## src/design/bvsff_pkg.sv

```systemverilog
// Shared types, constants and helper functions for the bit vector store.
package bvsff_pkg;

  localparam int MAX_BITS   = 1024;
  localparam int FIELD_BITS = 32;
  localparam int WORD_W     = 32;
  localparam int NWORDS     = MAX_BITS / WORD_W;
  localparam int ADDR_W     = $clog2(NWORDS);
  localparam int OFF_W      = $clog2(WORD_W);
  localparam int POS_W      = $clog2(MAX_BITS);
  localparam int LEN_W      = POS_W + 1;
  localparam int SIZE_W     = 6;

  // Command codes carried in the input tuser
  typedef enum logic [2:0] {
    CMD_TEST  = 3'd0,
    CMD_SET   = 3'd1,
    CMD_CLR   = 3'd2,
    CMD_FIND1 = 3'd3,
    CMD_FIND0 = 3'd4,
    CMD_WRITE = 3'd5,
    CMD_READ  = 3'd6,
    CMD_NONE  = 3'd7
  } cmd_t;

  // Word request from the sequencer to the store
  typedef struct packed {
    logic              rd_en;
    logic [ADDR_W-1:0] rd_addr;
    logic              wr_en;
    logic [ADDR_W-1:0] wr_addr;
    logic [WORD_W-1:0] wr_data;
  } bvsff_req_t;

  // Per-word summary flags and current length
  typedef struct packed {
    logic [NWORDS-1:0] nz;   // word holds a set bit
    logic [NWORDS-1:0] hc;   // word holds a clear bit below the length
    logic [LEN_W-1:0]  len;
  } bvsff_stat_t;

  // Mask of the low n bits, n from 0 to 32
  function automatic logic [WORD_W-1:0] low_mask(input logic [SIZE_W-1:0] n);
    logic [WORD_W-1:0] m;
    if (n >= SIZE_W'(WORD_W)) m = '1;
    else m = (WORD_W'(1) << n[OFF_W-1:0]) - WORD_W'(1);
    return m;
  endfunction

  // Lowest set bit: {found, index}
  function automatic logic [OFF_W:0] first_set(input logic [WORD_W-1:0] v);
    logic [OFF_W-1:0] idx;
    logic             hit;
    idx = '0;
    hit = |v;
    for (int i = WORD_W - 1; i >= 0; i--) begin
      if (v[i]) idx = OFF_W'(i);
    end
    return {hit, idx};
  endfunction

endpackage

```

## src/design/bvsff_store.sv

```systemverilog
// Word memory of the bit vector with valid bits, summary flags and length register.
module bvsff_store import bvsff_pkg::*; (
  input  logic             clk,
  input  logic             rst_n,
  input  logic             cfg_we,
  input  logic [LEN_W-1:0] cfg_len,
  input  bvsff_req_t       req,
  output logic [WORD_W-1:0] rd_data,
  output bvsff_stat_t      stat
);

  logic [WORD_W-1:0] mem [NWORDS];
  logic [NWORDS-1:0] vld_r;
  logic [NWORDS-1:0] nz_r;
  logic [NWORDS-1:0] hc_r;
  logic [LEN_W-1:0]  len_r;
  logic [WORD_W-1:0] rd_data_r;
  logic [LEN_W-1:0]  len_nxt;
  logic [LEN_W:0]    words_used;
  logic [WORD_W-1:0] vmask;
  logic [LEN_W-OFF_W-1:0] len_words;

  // Saturate the written length and count the words it covers
  assign len_nxt    = (cfg_len > LEN_W'(MAX_BITS)) ? LEN_W'(MAX_BITS) : cfg_len;
  assign words_used = ({1'b0, len_nxt} + (LEN_W+1)'(WORD_W - 1)) >> OFF_W;
  assign len_words  = len_r[LEN_W-1:OFF_W];

  // Valid bit mask of the word being written
  always_comb begin
    if (len_words > (LEN_W-OFF_W)'(req.wr_addr)) vmask = '1;
    else if (len_words == (LEN_W-OFF_W)'(req.wr_addr))
      vmask = low_mask(SIZE_W'(len_r[OFF_W-1:0]));
    else vmask = '0;
  end

  // Control state: length, valid bits and summary flags
  always_ff @(posedge clk) begin
    if (!rst_n) begin
      len_r <= '0;
      vld_r <= '0;
      nz_r  <= '0;
      hc_r  <= '0;
    end else if (cfg_we) begin
      len_r <= len_nxt;
      vld_r <= '0;
      nz_r  <= '0;
      for (int w = 0; w < NWORDS; w++) begin
        hc_r[w] <= ((LEN_W+1)'(w) < words_used);
      end
    end else if (req.wr_en) begin
      vld_r[req.wr_addr] <= 1'b1;
      nz_r[req.wr_addr]  <= |req.wr_data;
      hc_r[req.wr_addr]  <= ~&(req.wr_data | ~vmask);
    end
  end

  // Memory array, registered read; unwritten words read as zero
  always_ff @(posedge clk) begin
    if (req.wr_en) mem[req.wr_addr] <= req.wr_data;
    if (req.rd_en) rd_data_r <= vld_r[req.rd_addr] ? mem[req.rd_addr] : '0;
  end

  assign rd_data  = rd_data_r;
  assign stat.nz  = nz_r;
  assign stat.hc  = hc_r;
  assign stat.len = len_r;

endmodule

```

## src/design/bit_vector_store_find_first_top.sv

```systemverilog
// Top level: command sequencer and shared word shift/merge unit of the bit vector store.
//
// Commands arrive on the in_ stream (tuser = command, tdata = position, size, value);
// one result word per command leaves on the out_ stream. The bit vector is held
// as 32 words of 32 bits in a store with a read and a write port and registered read.
// Bit test/set/clear and field commands read the word at the start position and the
// next word, shift and merge them in one 64-bit unit; set, clear and write commands
// write back one or two words (RD_LO, RD_HI, MERGE, WR_HI if a write spans two words,
// DONE). Find commands pick the first candidate word from per-word summary flags,
// read it and encode the bit (FIND, FIND_EX, DONE; no FIND_EX when no word matches).
// Rejected and unused commands go straight to DONE. One command is in work at a time;
// in_tready is high only while the sequencer waits for a command.
// A finished result sits in the output register while the next command is
// accepted; if the receiver stalls with a result still waiting, the sequencer
// holds its next result until the output register is free.
// Reset or a cfg_wr_en write empties the store at once (per-word valid bits): no clearing
// pass. The user must write configuration while idle; the block does not enforce it.
module bit_vector_store_find_first_top import bvsff_pkg::*; (
  input  logic        clk,
  input  logic        rst_n,
  input  logic        cfg_wr_en,
  input  logic [10:0] cfg_wr_data,   // bits_in_use
  input  logic        in_tvalid,
  output logic        in_tready,
  input  logic [47:0] in_tdata,      // position[9:0], field_size[15:10], field_value[47:16]
  input  logic [2:0]  in_tuser,      // cmd
  output logic        out_tvalid,
  input  logic        out_tready,
  output logic [47:0] out_tdata      // accepted[0], bit_value[1], found[2],
                                     // found_index[12:3], field_data[44:13],
                                     // all_set[45], all_clear[46], zero[47]
);

  typedef enum logic [2:0] {
    ST_IDLE,
    ST_RD_LO,
    ST_RD_HI,
    ST_MERGE,
    ST_WR_HI,
    ST_FIND,
    ST_FIND_EX,
    ST_DONE
  } state_t;

  state_t             state_r;
  cmd_t               cmd_r;
  logic [POS_W-1:0]   pos_r;
  logic [SIZE_W-1:0]  size_r;
  logic [WORD_W-1:0]  val_r;
  logic [WORD_W-1:0]  lo_r;
  logic [WORD_W-1:0]  hi_r;
  logic [ADDR_W-1:0]  widx_r;
  logic               res_acc_r;
  logic               res_bit_r;
  logic               res_found_r;
  logic [POS_W-1:0]   res_idx_r;
  logic [WORD_W-1:0]  res_data_r;
  logic               out_tvalid_r;
  logic [47:0]        out_tdata_r;

  bvsff_req_t         req;
  bvsff_stat_t        stat;
  logic [WORD_W-1:0]  rd_data;

  // Input word fields
  logic [POS_W-1:0]   in_pos;
  logic [SIZE_W-1:0]  in_size;
  logic [WORD_W-1:0]  in_val;
  cmd_t               in_cmd;
  logic               in_is_bit;
  logic [SIZE_W-1:0]  eff_size;
  logic [LEN_W-1:0]   in_end;
  logic               range_ok;

  // Shared shift/merge unit
  logic [ADDR_W-1:0]   wa;
  logic [ADDR_W-1:0]   wa_hi;
  logic [OFF_W-1:0]    off;
  logic [WORD_W-1:0]   hi_word;
  logic [2*WORD_W-1:0] pair;
  logic [2*WORD_W-1:0] shifted;
  logic [2*WORD_W-1:0] ins;
  logic [2*WORD_W-1:0] clr;
  logic [2*WORD_W-1:0] merged;
  logic [WORD_W-1:0]   fmask;
  logic [WORD_W-1:0]   rd_field;
  logic                spans;
  logic                is_write;

  // Find logic
  logic [OFF_W:0]      wsel;
  logic [OFF_W:0]      bsel;
  logic [WORD_W-1:0]   word_vec;
  logic                all_set;
  logic                all_clear;

  bvsff_store u_store (
    .clk     (clk),
    .rst_n   (rst_n),
    .cfg_we  (cfg_wr_en),
    .cfg_len (cfg_wr_data),
    .req     (req),
    .rd_data (rd_data),
    .stat    (stat)
  );

  // Command decode and range check at accept
  assign in_pos    = in_tdata[9:0];
  assign in_size   = in_tdata[15:10];
  assign in_val    = in_tdata[47:16];
  assign in_cmd    = cmd_t'(in_tuser);
  assign in_is_bit = (in_cmd == CMD_TEST) || (in_cmd == CMD_SET) || (in_cmd == CMD_CLR);
  assign eff_size  = in_is_bit ? SIZE_W'(1) : in_size;
  assign in_end    = {1'b0, in_pos} + LEN_W'(eff_size);
  assign range_ok  = (eff_size != '0) && (eff_size <= SIZE_W'(FIELD_BITS)) &&
                     (in_end <= stat.len);

  // Word pair shift and merge
  assign wa       = pos_r[POS_W-1:OFF_W];
  assign wa_hi    = wa + ADDR_W'(1);
  assign off      = pos_r[OFF_W-1:0];
  assign hi_word  = (wa == ADDR_W'(NWORDS - 1)) ? '0 : rd_data;
  assign pair     = {hi_word, lo_r};
  assign fmask    = low_mask(size_r);
  assign shifted  = pair >> off;
  assign rd_field = shifted[WORD_W-1:0] & fmask;
  assign ins      = {{WORD_W{1'b0}}, val_r & fmask} << off;
  assign clr      = {{WORD_W{1'b0}}, fmask} << off;
  assign merged   = (pair & ~clr) | ins;
  assign spans    = (SIZE_W'(off) + size_r) > SIZE_W'(WORD_W);
  assign is_write = (cmd_r == CMD_SET) || (cmd_r == CMD_CLR) || (cmd_r == CMD_WRITE);

  // First candidate word from flags, then first bit inside it
  assign wsel      = first_set((cmd_r == CMD_FIND1) ? stat.nz : stat.hc);
  assign word_vec  = (cmd_r == CMD_FIND1) ? rd_data : ~rd_data;
  assign bsel      = first_set(word_vec);
  assign all_set   = ~|stat.hc;
  assign all_clear = ~|stat.nz;

  // Store requests per sequencer step
  always_comb begin
    req = '0;
    case (state_r)
      ST_RD_LO: begin
        req.rd_en   = 1'b1;
        req.rd_addr = wa;
      end
      ST_RD_HI: begin
        req.rd_en   = 1'b1;
        req.rd_addr = wa_hi;
      end
      ST_MERGE: begin
        req.wr_en   = is_write;
        req.wr_addr = wa;
        req.wr_data = merged[WORD_W-1:0];
      end
      ST_WR_HI: begin
        req.wr_en   = 1'b1;
        req.wr_addr = wa_hi;
        req.wr_data = hi_r;
      end
      ST_FIND: begin
        req.rd_en   = wsel[OFF_W];
        req.rd_addr = wsel[OFF_W-1:0];
      end
      default: begin
        req = '0;
      end
    endcase
  end

  // Sequencer with result and output registers
  always_ff @(posedge clk) begin
    if (!rst_n) begin
      state_r      <= ST_IDLE;
      out_tvalid_r <= 1'b0;
    end else begin
      // a word leaving frees the output register unless the next one loads now
      if (out_tvalid_r && out_tready && (state_r != ST_DONE)) out_tvalid_r <= 1'b0;
      case (state_r)
        ST_IDLE: begin
          if (in_tvalid) begin
            cmd_r       <= in_cmd;
            pos_r       <= in_pos;
            size_r      <= eff_size;
            val_r       <= in_is_bit ? WORD_W'(in_cmd == CMD_SET) : in_val;
            res_bit_r   <= 1'b0;
            res_found_r <= 1'b0;
            res_idx_r   <= '0;
            res_data_r  <= '0;
            case (in_cmd)
              CMD_FIND1, CMD_FIND0: begin
                res_acc_r <= 1'b1;
                state_r   <= ST_FIND;
              end
              CMD_TEST, CMD_SET, CMD_CLR, CMD_WRITE, CMD_READ: begin
                res_acc_r <= range_ok;
                state_r   <= range_ok ? ST_RD_LO : ST_DONE;
              end
              default: begin
                res_acc_r <= 1'b0;
                state_r   <= ST_DONE;
              end
            endcase
          end
        end
        ST_RD_LO: begin
          state_r <= ST_RD_HI;
        end
        ST_RD_HI: begin
          lo_r    <= rd_data;
          state_r <= ST_MERGE;
        end
        ST_MERGE: begin
          if (cmd_r == CMD_TEST) res_bit_r <= rd_field[0];
          if (cmd_r == CMD_READ) res_data_r <= rd_field;
          hi_r    <= merged[2*WORD_W-1:WORD_W];
          state_r <= (is_write && spans) ? ST_WR_HI : ST_DONE;
        end
        ST_WR_HI: begin
          state_r <= ST_DONE;
        end
        ST_FIND: begin
          widx_r  <= wsel[OFF_W-1:0];
          state_r <= wsel[OFF_W] ? ST_FIND_EX : ST_DONE;
        end
        ST_FIND_EX: begin
          res_found_r <= 1'b1;
          res_idx_r   <= {widx_r, bsel[OFF_W-1:0]};
          state_r     <= ST_DONE;
        end
        ST_DONE: begin
          if (!out_tvalid_r || out_tready) begin
            out_tvalid_r <= 1'b1;
            out_tdata_r  <= {1'b0, all_clear, all_set, res_data_r, res_idx_r,
                             res_found_r, res_bit_r, res_acc_r};
            state_r      <= ST_IDLE;
          end
        end
        default: begin
          state_r <= ST_IDLE;
        end
      endcase
    end
  end

  assign in_tready  = (state_r == ST_IDLE);
  assign out_tvalid = out_tvalid_r;
  assign out_tdata  = out_tdata_r;

endmodule

```

## config.mk

```make
export PLATFORM = sky130hd
export DESIGN_NAME = bit_vector_store_find_first_top
export DESIGN_NICKNAME = d
export VERILOG_FILES = /design/src/design/bvsff_pkg.sv /design/src/design/bvsff_store.sv /design/src/design/bit_vector_store_find_first_top.sv
export SDC_FILE = /design/constraint.sdc
export NUM_CORES = 2
export LEC_CHECK = 0
export BUFFER_PORTS_ARGS = -buffer_cell sky130_fd_sc_hd__buf_2
export CORE_MARGIN = 1
export CORE_UTILIZATION = 65
export CTS_BUF_LIST = sky130_fd_sc_hd__clkbuf_2 sky130_fd_sc_hd__clkbuf_4 sky130_fd_sc_hd__clkbuf_8
export CTS_CLUSTER_SIZE = 16
export DETAILED_ROUTE_END_ITERATION = 8
export GPL_TIMING_DRIVEN = 1
export PLACE_DENSITY = 0.82
export SLEW_MARGIN = 30
export SYNTH_ARGS = -nofsm -noshare
export SYNTH_HDL_FRONTEND = slang
export SYNTH_SLANG_ARGS = --single-unit
```

## constraint.sdc

```tcl
create_clock -name clk -period 6.1 [get_ports clk]
set_input_delay 0.305 -clock clk [delete_from_list [all_inputs] [get_ports clk]]
set_output_delay 0.305 -clock clk [all_outputs]
set_load 0.05 [all_outputs]
```

### Yosys cells after proc, flatten, opt, wreduce, memory -nomap -nowiden

Memories as Yosys holds them, arrays and structs flattened. A register that Yosys moved wholly into a read port is not among the register bits.
Index checks and enable logic that the tools add are counted.

| word-level totals | value |
|---|---|
| register bits | 323 |
| bits in writable memories | 1024 |
| input port bits | 67 |
| output and inout bits | 50 |
| logic and storage cells | 254 |
| memories kept | 1 |

| operators by class | value |
|---|---|
| add/sub/neg operators | 6 |
| magnitude comparators | 41 |
| eq/ne operators | 25 |
| shifts and indexed selects | 5 |
| muxes and demuxes | 105 |
| bitwise operators | 10 |
| reduce and logical (&&, ||, !) cells | 41 |

Memories:

| memory | words | width | rd ports | clocked after Yosys merged registers in | write ports | RTL line | source |
|---|---|---|---|---|---|---|---|
| u_store.mem | 32 | 32 | 1 | 1 | 1 | bvsff_store.sv:12 | `logic [WORD_W-1:0] mem [NWORDS];` |

Operators with widths:

| cell | count |
|---|---|
| 32-bit two-way mux | 10 |
| 5-bit two-way mux | 64 |
| 32-bit OR reduction | 4 |
| 32-bit by 5-bit left shift with 64-bit output | 2 |
| 5-bit by 7-bit less-than comparator with 1-bit output (first input constant) | 16 |
| 38-bit case mux with 2 select lines | 1 |
| 32-bit bitwise AND | 2 |
| 64-bit bitwise AND | 1 |
| 32-bit bitwise mux | 2 |
| 32-bit inverter | 2 |
| 64-bit inverter | 1 |
| 32-bit bitwise OR | 2 |
| 64-bit bitwise OR | 1 |
| 32-bit case mux with 2 select lines | 1 |
| 1-bit by 5-bit left shift with 32-bit output (first input constant) | 2 |
| 64-bit by 5-bit right shift with 32-bit output | 1 |
| 32-bit by 2-bit subtractor with 32-bit output (second input constant) | 2 |
| 4-bit by 7-bit less-than comparator with 1-bit output (first input constant) | 8 |
| 32-bit AND reduction | 1 |
| 3-bit by 7-bit less-than comparator with 1-bit output (first input constant) | 4 |
| 3-bit == test (second input constant) | 9 |
| 3-bit case mux with 7 select lines | 1 |
| 10-bit case mux with 2 select lines | 1 |
| 3-bit by 2-bit == test with 1-bit output (second input constant) | 6 |
| 42 further kinds | 89 |

### Logic depth before layout (Yosys ltp)

| depth | value |
|---|---|
| depth in word-level cells | 38 |
| gate-level depth with buffers | 24 |

### Cells and area by module

Synthesis repeated with hierarchy kept, for this count alone.

| unflattened totals | value |
|---|---|
| cell total of the unflattened synthesis | 4385 |
| area, all modules | 64953.5 sq um |

By module, submodules not included:

| module | instances | cells each | area each (sq um) |
|---|---|---|---|
| bvsff_store | 1 | 2238 | 45447.3 |
| bit_vector_store_find_first_top | 1 | 2147 | 19506.2 |

### Least setup slack after synthesis

Ideal clock, no wire load.

| timing | value |
|---|---|
| path kind | reg2reg |
| start point | register size_r[2] |
| end point | register u_store.nz_r[14] |
| library setup time | 73 ps |
| data arrival time | 5285 ps |
| path slack | 742 ps |
| stages on the path, launching flop included | 22 |
| buffers on the path | 6 |
| clock period less this slack | 5358 ps |
| path through | edfxtp_1 > buf_2 > buf_2 > clkbuf_1 > nor2_1 > nand3_1 > ha_1 > buf_2 > buf_4 > or3_1 > a21oi_1 > o41ai_1 > inv_1 > mux4_2 > nand2b_1 > a31oi_1 > nor2_1 > o21ai_0 > or3_1 > nor4_4 > buf_6 > a21oi_2 |

RTL lines:

| what | RTL line | source |
|---|---|---|
| from (decl) | bit_vector_store_find_first_top.sv:48 | `logic [SIZE_W-1:0] size_r;` |
| from (signal assigned) | bit_vector_store_find_first_top.sv:185 | `size_r <= eff_size;` |
| to (signal, indexed assignment) | bvsff_store.sv:52 | `nz_r[req.wr_addr] <= \|req.wr_data;` |
| to (decl) | bvsff_store.sv:14 | `logic [NWORDS-1:0] nz_r;` |

### Final worst setup path

| timing | value |
|---|---|
| start point | register cmd_r[2] |
| end point | register u_store.rd_data_r[0], in the netlist u_store.rd_data[0], read port of u_store.mem, data pin |

| between the ends | value |
|---|---|
| word-level cells in the longest chain between the ends | 38 |
| elaborated cells between the ends (all ways) | 39 |
| classes of those cells | eq/ne (1); mux (36); reduce/logical (2) |

Ends and longest elaborated chain:

| what | RTL line | source |
|---|---|---|
| from (decl) | bit_vector_store_find_first_top.sv:46 | `cmd_t cmd_r;` |
| from (signal assigned) | bit_vector_store_find_first_top.sv:183 | `cmd_r <= in_cmd;` |
| 3-bit by 2-bit == test with 1-bit output (*) | bit_vector_store_find_first_top.sv:134 | `assign wsel = first_set((cmd_r == CMD_FIND1) ? stat.nz : stat.hc);` |
| 32-bit two-way mux (*) | bit_vector_store_find_first_top.sv:134 |  |
| 5-bit two-way mux (32 in a row) | bvsff_pkg.sv:57 | `if (v[i]) idx = OFF_W'(i);` |
| 6-bit case mux with 3 select lines (*) | bit_vector_store_find_first_top.sv:143 | `case (state_r)` |
| 1-bit binary-select mux with 5-bit select | bvsff_store.sv:60 | `if (req.rd_en) rd_data_r <= vld_r[req.rd_addr] ? mem[req.rd_addr] : '0;` |
| 1-bit two-way mux (not written as such) | bvsff_store.sv:60 |  |
| 1-bit logical NOT (no line) | n/a |  |
| to (decl) | bvsff_store.sv:17 | `logic [WORD_W-1:0] rd_data_r;` |

Every way passes the cells marked *; elsewhere a longest branch is shown, timed or not. The select of a mux whose other input is x is not followed.
A chain may end at the register's enable or synchronous reset.

==> flow_metrics.tcl <==
set metrics [dict create \
    cts_tree "done" \
    synth_ff_type "edfxtp_1" \
    yosysMostFrequentCell "edfxtp_1" \
    syn_area_sq_um 66900 \
    drive_gt1_share_pct 15.9 \
    outcome "finished clean" \
    vias 55400 \
    fin_crit_ns 5.83 \
    worstMarginPinSlew_ns 1.09 \
    grt_start_max_net_pins 124 \
    rows 117 \
    setup_tns_ns 0 \
    die_area_sq_um 104000 \
    internal-power_mw 16.3 \
    first_global_vias 52300 \
    combPwrFrac_pct 21.7 \
    route.antenna.remaining_nets 0 \
    synthSimpleGateAreaFrac_pct 15.1 \
    yosysSeqAreaShare_pct 60.2 \
    cts-root-buf "clkbuf_8" \
    timing.fmax_ghz 0.171 \
    switching_share_pct 32.8 \
    synthesis.nets 5988 \
    dieWidth_microns 323 \
    switching_power_mw 7.96 \
    min_path_type "in2reg" \
    cp_cell_sequence "nand3b_1 > buf_4 > mux2i_1 > a41oi_1 > o211ai_1 > a31oi_1 > o21ai_1 > a21oi_1 > nor2_4 > mux2i_1 > mux2_2 > a221oi_1 > nand4_1 > buf_4 > a41oi_1" \
    placed_area_sq_um 70000 \
    synth_area_leaders "edfxtp_1 57%, nand2_1 6.2%, dfxtp_1 3.3%" \
    clkSinkCount 1379 \
    nFillCells 6441 \
    rr_worst_depth 15 \
    hold_violations 0 \
    leakagePower_nw 26.3 \
    r2r-start "cmd_r[2]" \
    netlist_instances 5888 \
    hold_slack_ns 0.0721 \
    clockBufferDepth 3 \
    antenna_found_initial 6 \
    p_clk_share_pct 31.3 \
    initial_utilization_pct 65.7 \
    synthTopCellsByCount "1,268 x edfxtp_1, 1,109 x nand2_1, 321 x nand3_1" \
    synth-edff-count 1268 \
    die_h_microns 323 \
    cts_made_buffers 207 \
    htreeDepth 4 \
    cp.required_ns 6.70 \
    final_util_pct 73.5 \
    clkSlewWorstSetupHoldPaths_ns 0.06 \
    rr_endpoint "u_store.rd_data[0]" \
    seqPwrFrac_pct 46.9 \
    synth_xor_area_share_pct 0.288 \
    cp_max_fo 19 \
    grt_pass1_wl_microns 347000 \
    cpMaxStageDelayCell "nand3b_1" \
    worst_slack_ns 0.266 \
    avgSynthCellArea_sq_um 11.4 \
    ys_warn_count 0 \
    synthArstFlopShare_pct 0 \
    setup_viol 0 \
    hold_start "cfg_wr_en" \
    drt-total-wl_microns 243000 \
    critical_path_arrival_ns 6.43 \
    max_stage_delay_ns 0.71 \
    cpLargestDelayFamily "compound AO/OA/AOI/OAI gates" \
    holdPathStages 3 \
    syn_to_final_growth_pct 12.0 \
    min_period_over_period_pct 95.6 \
    path_class "reg2reg" \
    fin_nets 6177 \
    dr.pass1.iters 7 \
    clock_skew_ns 0.0542 \
    yosys.area_share.adder_pct 0.640 \
    yosys-mux-area-fraction_pct 4.81 \
    slew_headroom_pct 27.5 \
    grt_overflow 0 \
    remaining_drc_errors 0 \
    drtIter0Drc 9423 \
    io_buffer_count 115 \
    ys_ff_latch 1379 \
    rsz0062_at_grt "no" \
    dp_slack_ns 0.567 \
    fp.coreArea_sq_um 102000 \
    place_inst 7166 \
    peakVddDrop_mv 0.390 \
    drv_slew 0 \
    min_to "u_store.len_r[8]" \
    crit_start "cmd_r[2]" \
    gp_routability_congestion 1.08 \
    clkLatencyLatePin_ns 0.94 \
    grt_usage_pct 46.2 \
    cp.depth 15 \
    yosysUniqueCellTypes 117 \
    final-instance-count-excl-fill 7620 \
    power_mw 24.3 \
    power_density_nw_per_um2 324 \
    synth_compound_area_share_pct 15.7 \
    start_kind "register" \
    max_cap_violations 0 \
    hpwl_microns 157000 \
    design_area_sq_um 74900 \
    cts_setup_buffers 0 \
    yosysTopAreaCell "edfxtp_1" \
    endpoint_kind "register" \
    ios 117 \
    viasPerCell 7.27 \
    synth_top_family_by_area "compound AO/OA/AOI/OAI gates" \
    crit_buf_inv 2 \
    yosysTopAreaCellShare_pct 56.9 \
    ff2ff_setup_slack_ns 0.27 \
    routedWlPerCell_microns 31.9 \
]
## power by group through the flow
stage	clock (mW)	combinational (mW)	sequential [mW]
6_report	7.61	5.28	11.4
5_1_grt	7.99	5.51	11.4
4_1_cts	7.58	5.07	11.3
3_5_place_dp	0	4.99	11.5
3_3_place_gp	0	4.88	11.5
2_1_floorplan	0	3.21	11.2
## cells in the final DEF, fill, tap and decap left out, drive strengths merged, types with 77 or more instances in the layout
master	Yosys	final
nand2	1109	1109
edfxtp	1268	1268
o21ai	260	260
inv	74	80
mux2i	109	109
and3	132	132
a31oi	136	136
a21oi	210	210
nor2b	79	79
clkbuf	298	298
nand3	321	321
buf	153	365
a311oi	77	77
a211o	78	78
o211ai	81	81
dfxtp	111	111
nor3	98	98
nor2	289	289
## final cells by class
cell class | instances | area, sq um | share of cell area [%]
flip-flops and latches | 1379 | 40300 | 53.8
multi-input cells | 3980 | 24900 | 33.2
clock buffers | 298 | 3570 | 4.77
repair buffers | 433 | 3530 | 4.71
well taps | 1368 | 1710 | 2.29
clock inverters | 81 | 589 | 0.787
inverters | 76 | 287 | 0.383
diodes | 5 | 12.5 | 0.0167
## cells by family after synthesis
family	count (synthesis)
compound gates	1458
xor+xnor	22
fa+ha+maj	33
buf+inv	529
flops	1379
mux	235
other cells	1
simple gates	2231
## worst min-delay path: stages
cell and delay, ns:
buf_2 0.34, mux2i_1 0.21, nor2b_1 0.10
## routing by layer
metal	vias to the layer above	global-route usage [%]	wire (microns)
met1	26400	58.3	82000
li1	22900	-	-
met3	1138	11.1	32200
met4	2	33.9	20600
met2	4909	69.9	108000
met5	-	0	14
## flip-flops by register name, summed over array words and instances, names as in the netlist, 5 cells and up
name,cells
u_store.vld_r,32
widx_r,5
u_store.hc_r,32
res_idx_r,10
size_r,6
u_store.rd_data,32
res_data_r,32
hi_r,32
lo_r,32
val_r,32
out_tdata,47
u_store.mem,1024
pos_r,10
u_store.len_r,11
u_store.nz_r,32
## how the worst max path moves through the flow
stage	to	slack, ns
6_report	u_store.rd_data[0]	0.27
5_1_grt	u_store.hc_r[26]	0.08
4_1_cts	u_store.hc_r[26]	0.49
3_5_place_dp	u_store.hc_r[7]	0.57
3_3_place_gp	u_store.hc_r[21]	0.66
2_1_floorplan	u_store.nz_r[14]	0.74
## what timing repair did
action                                  CTS  global route
hold endpoints to repair                 99             0
endpoints found under the setup margin    0             3
resized for setup                         0             1
hold buffers                             68             0
(Power assumes the default switching activity.)
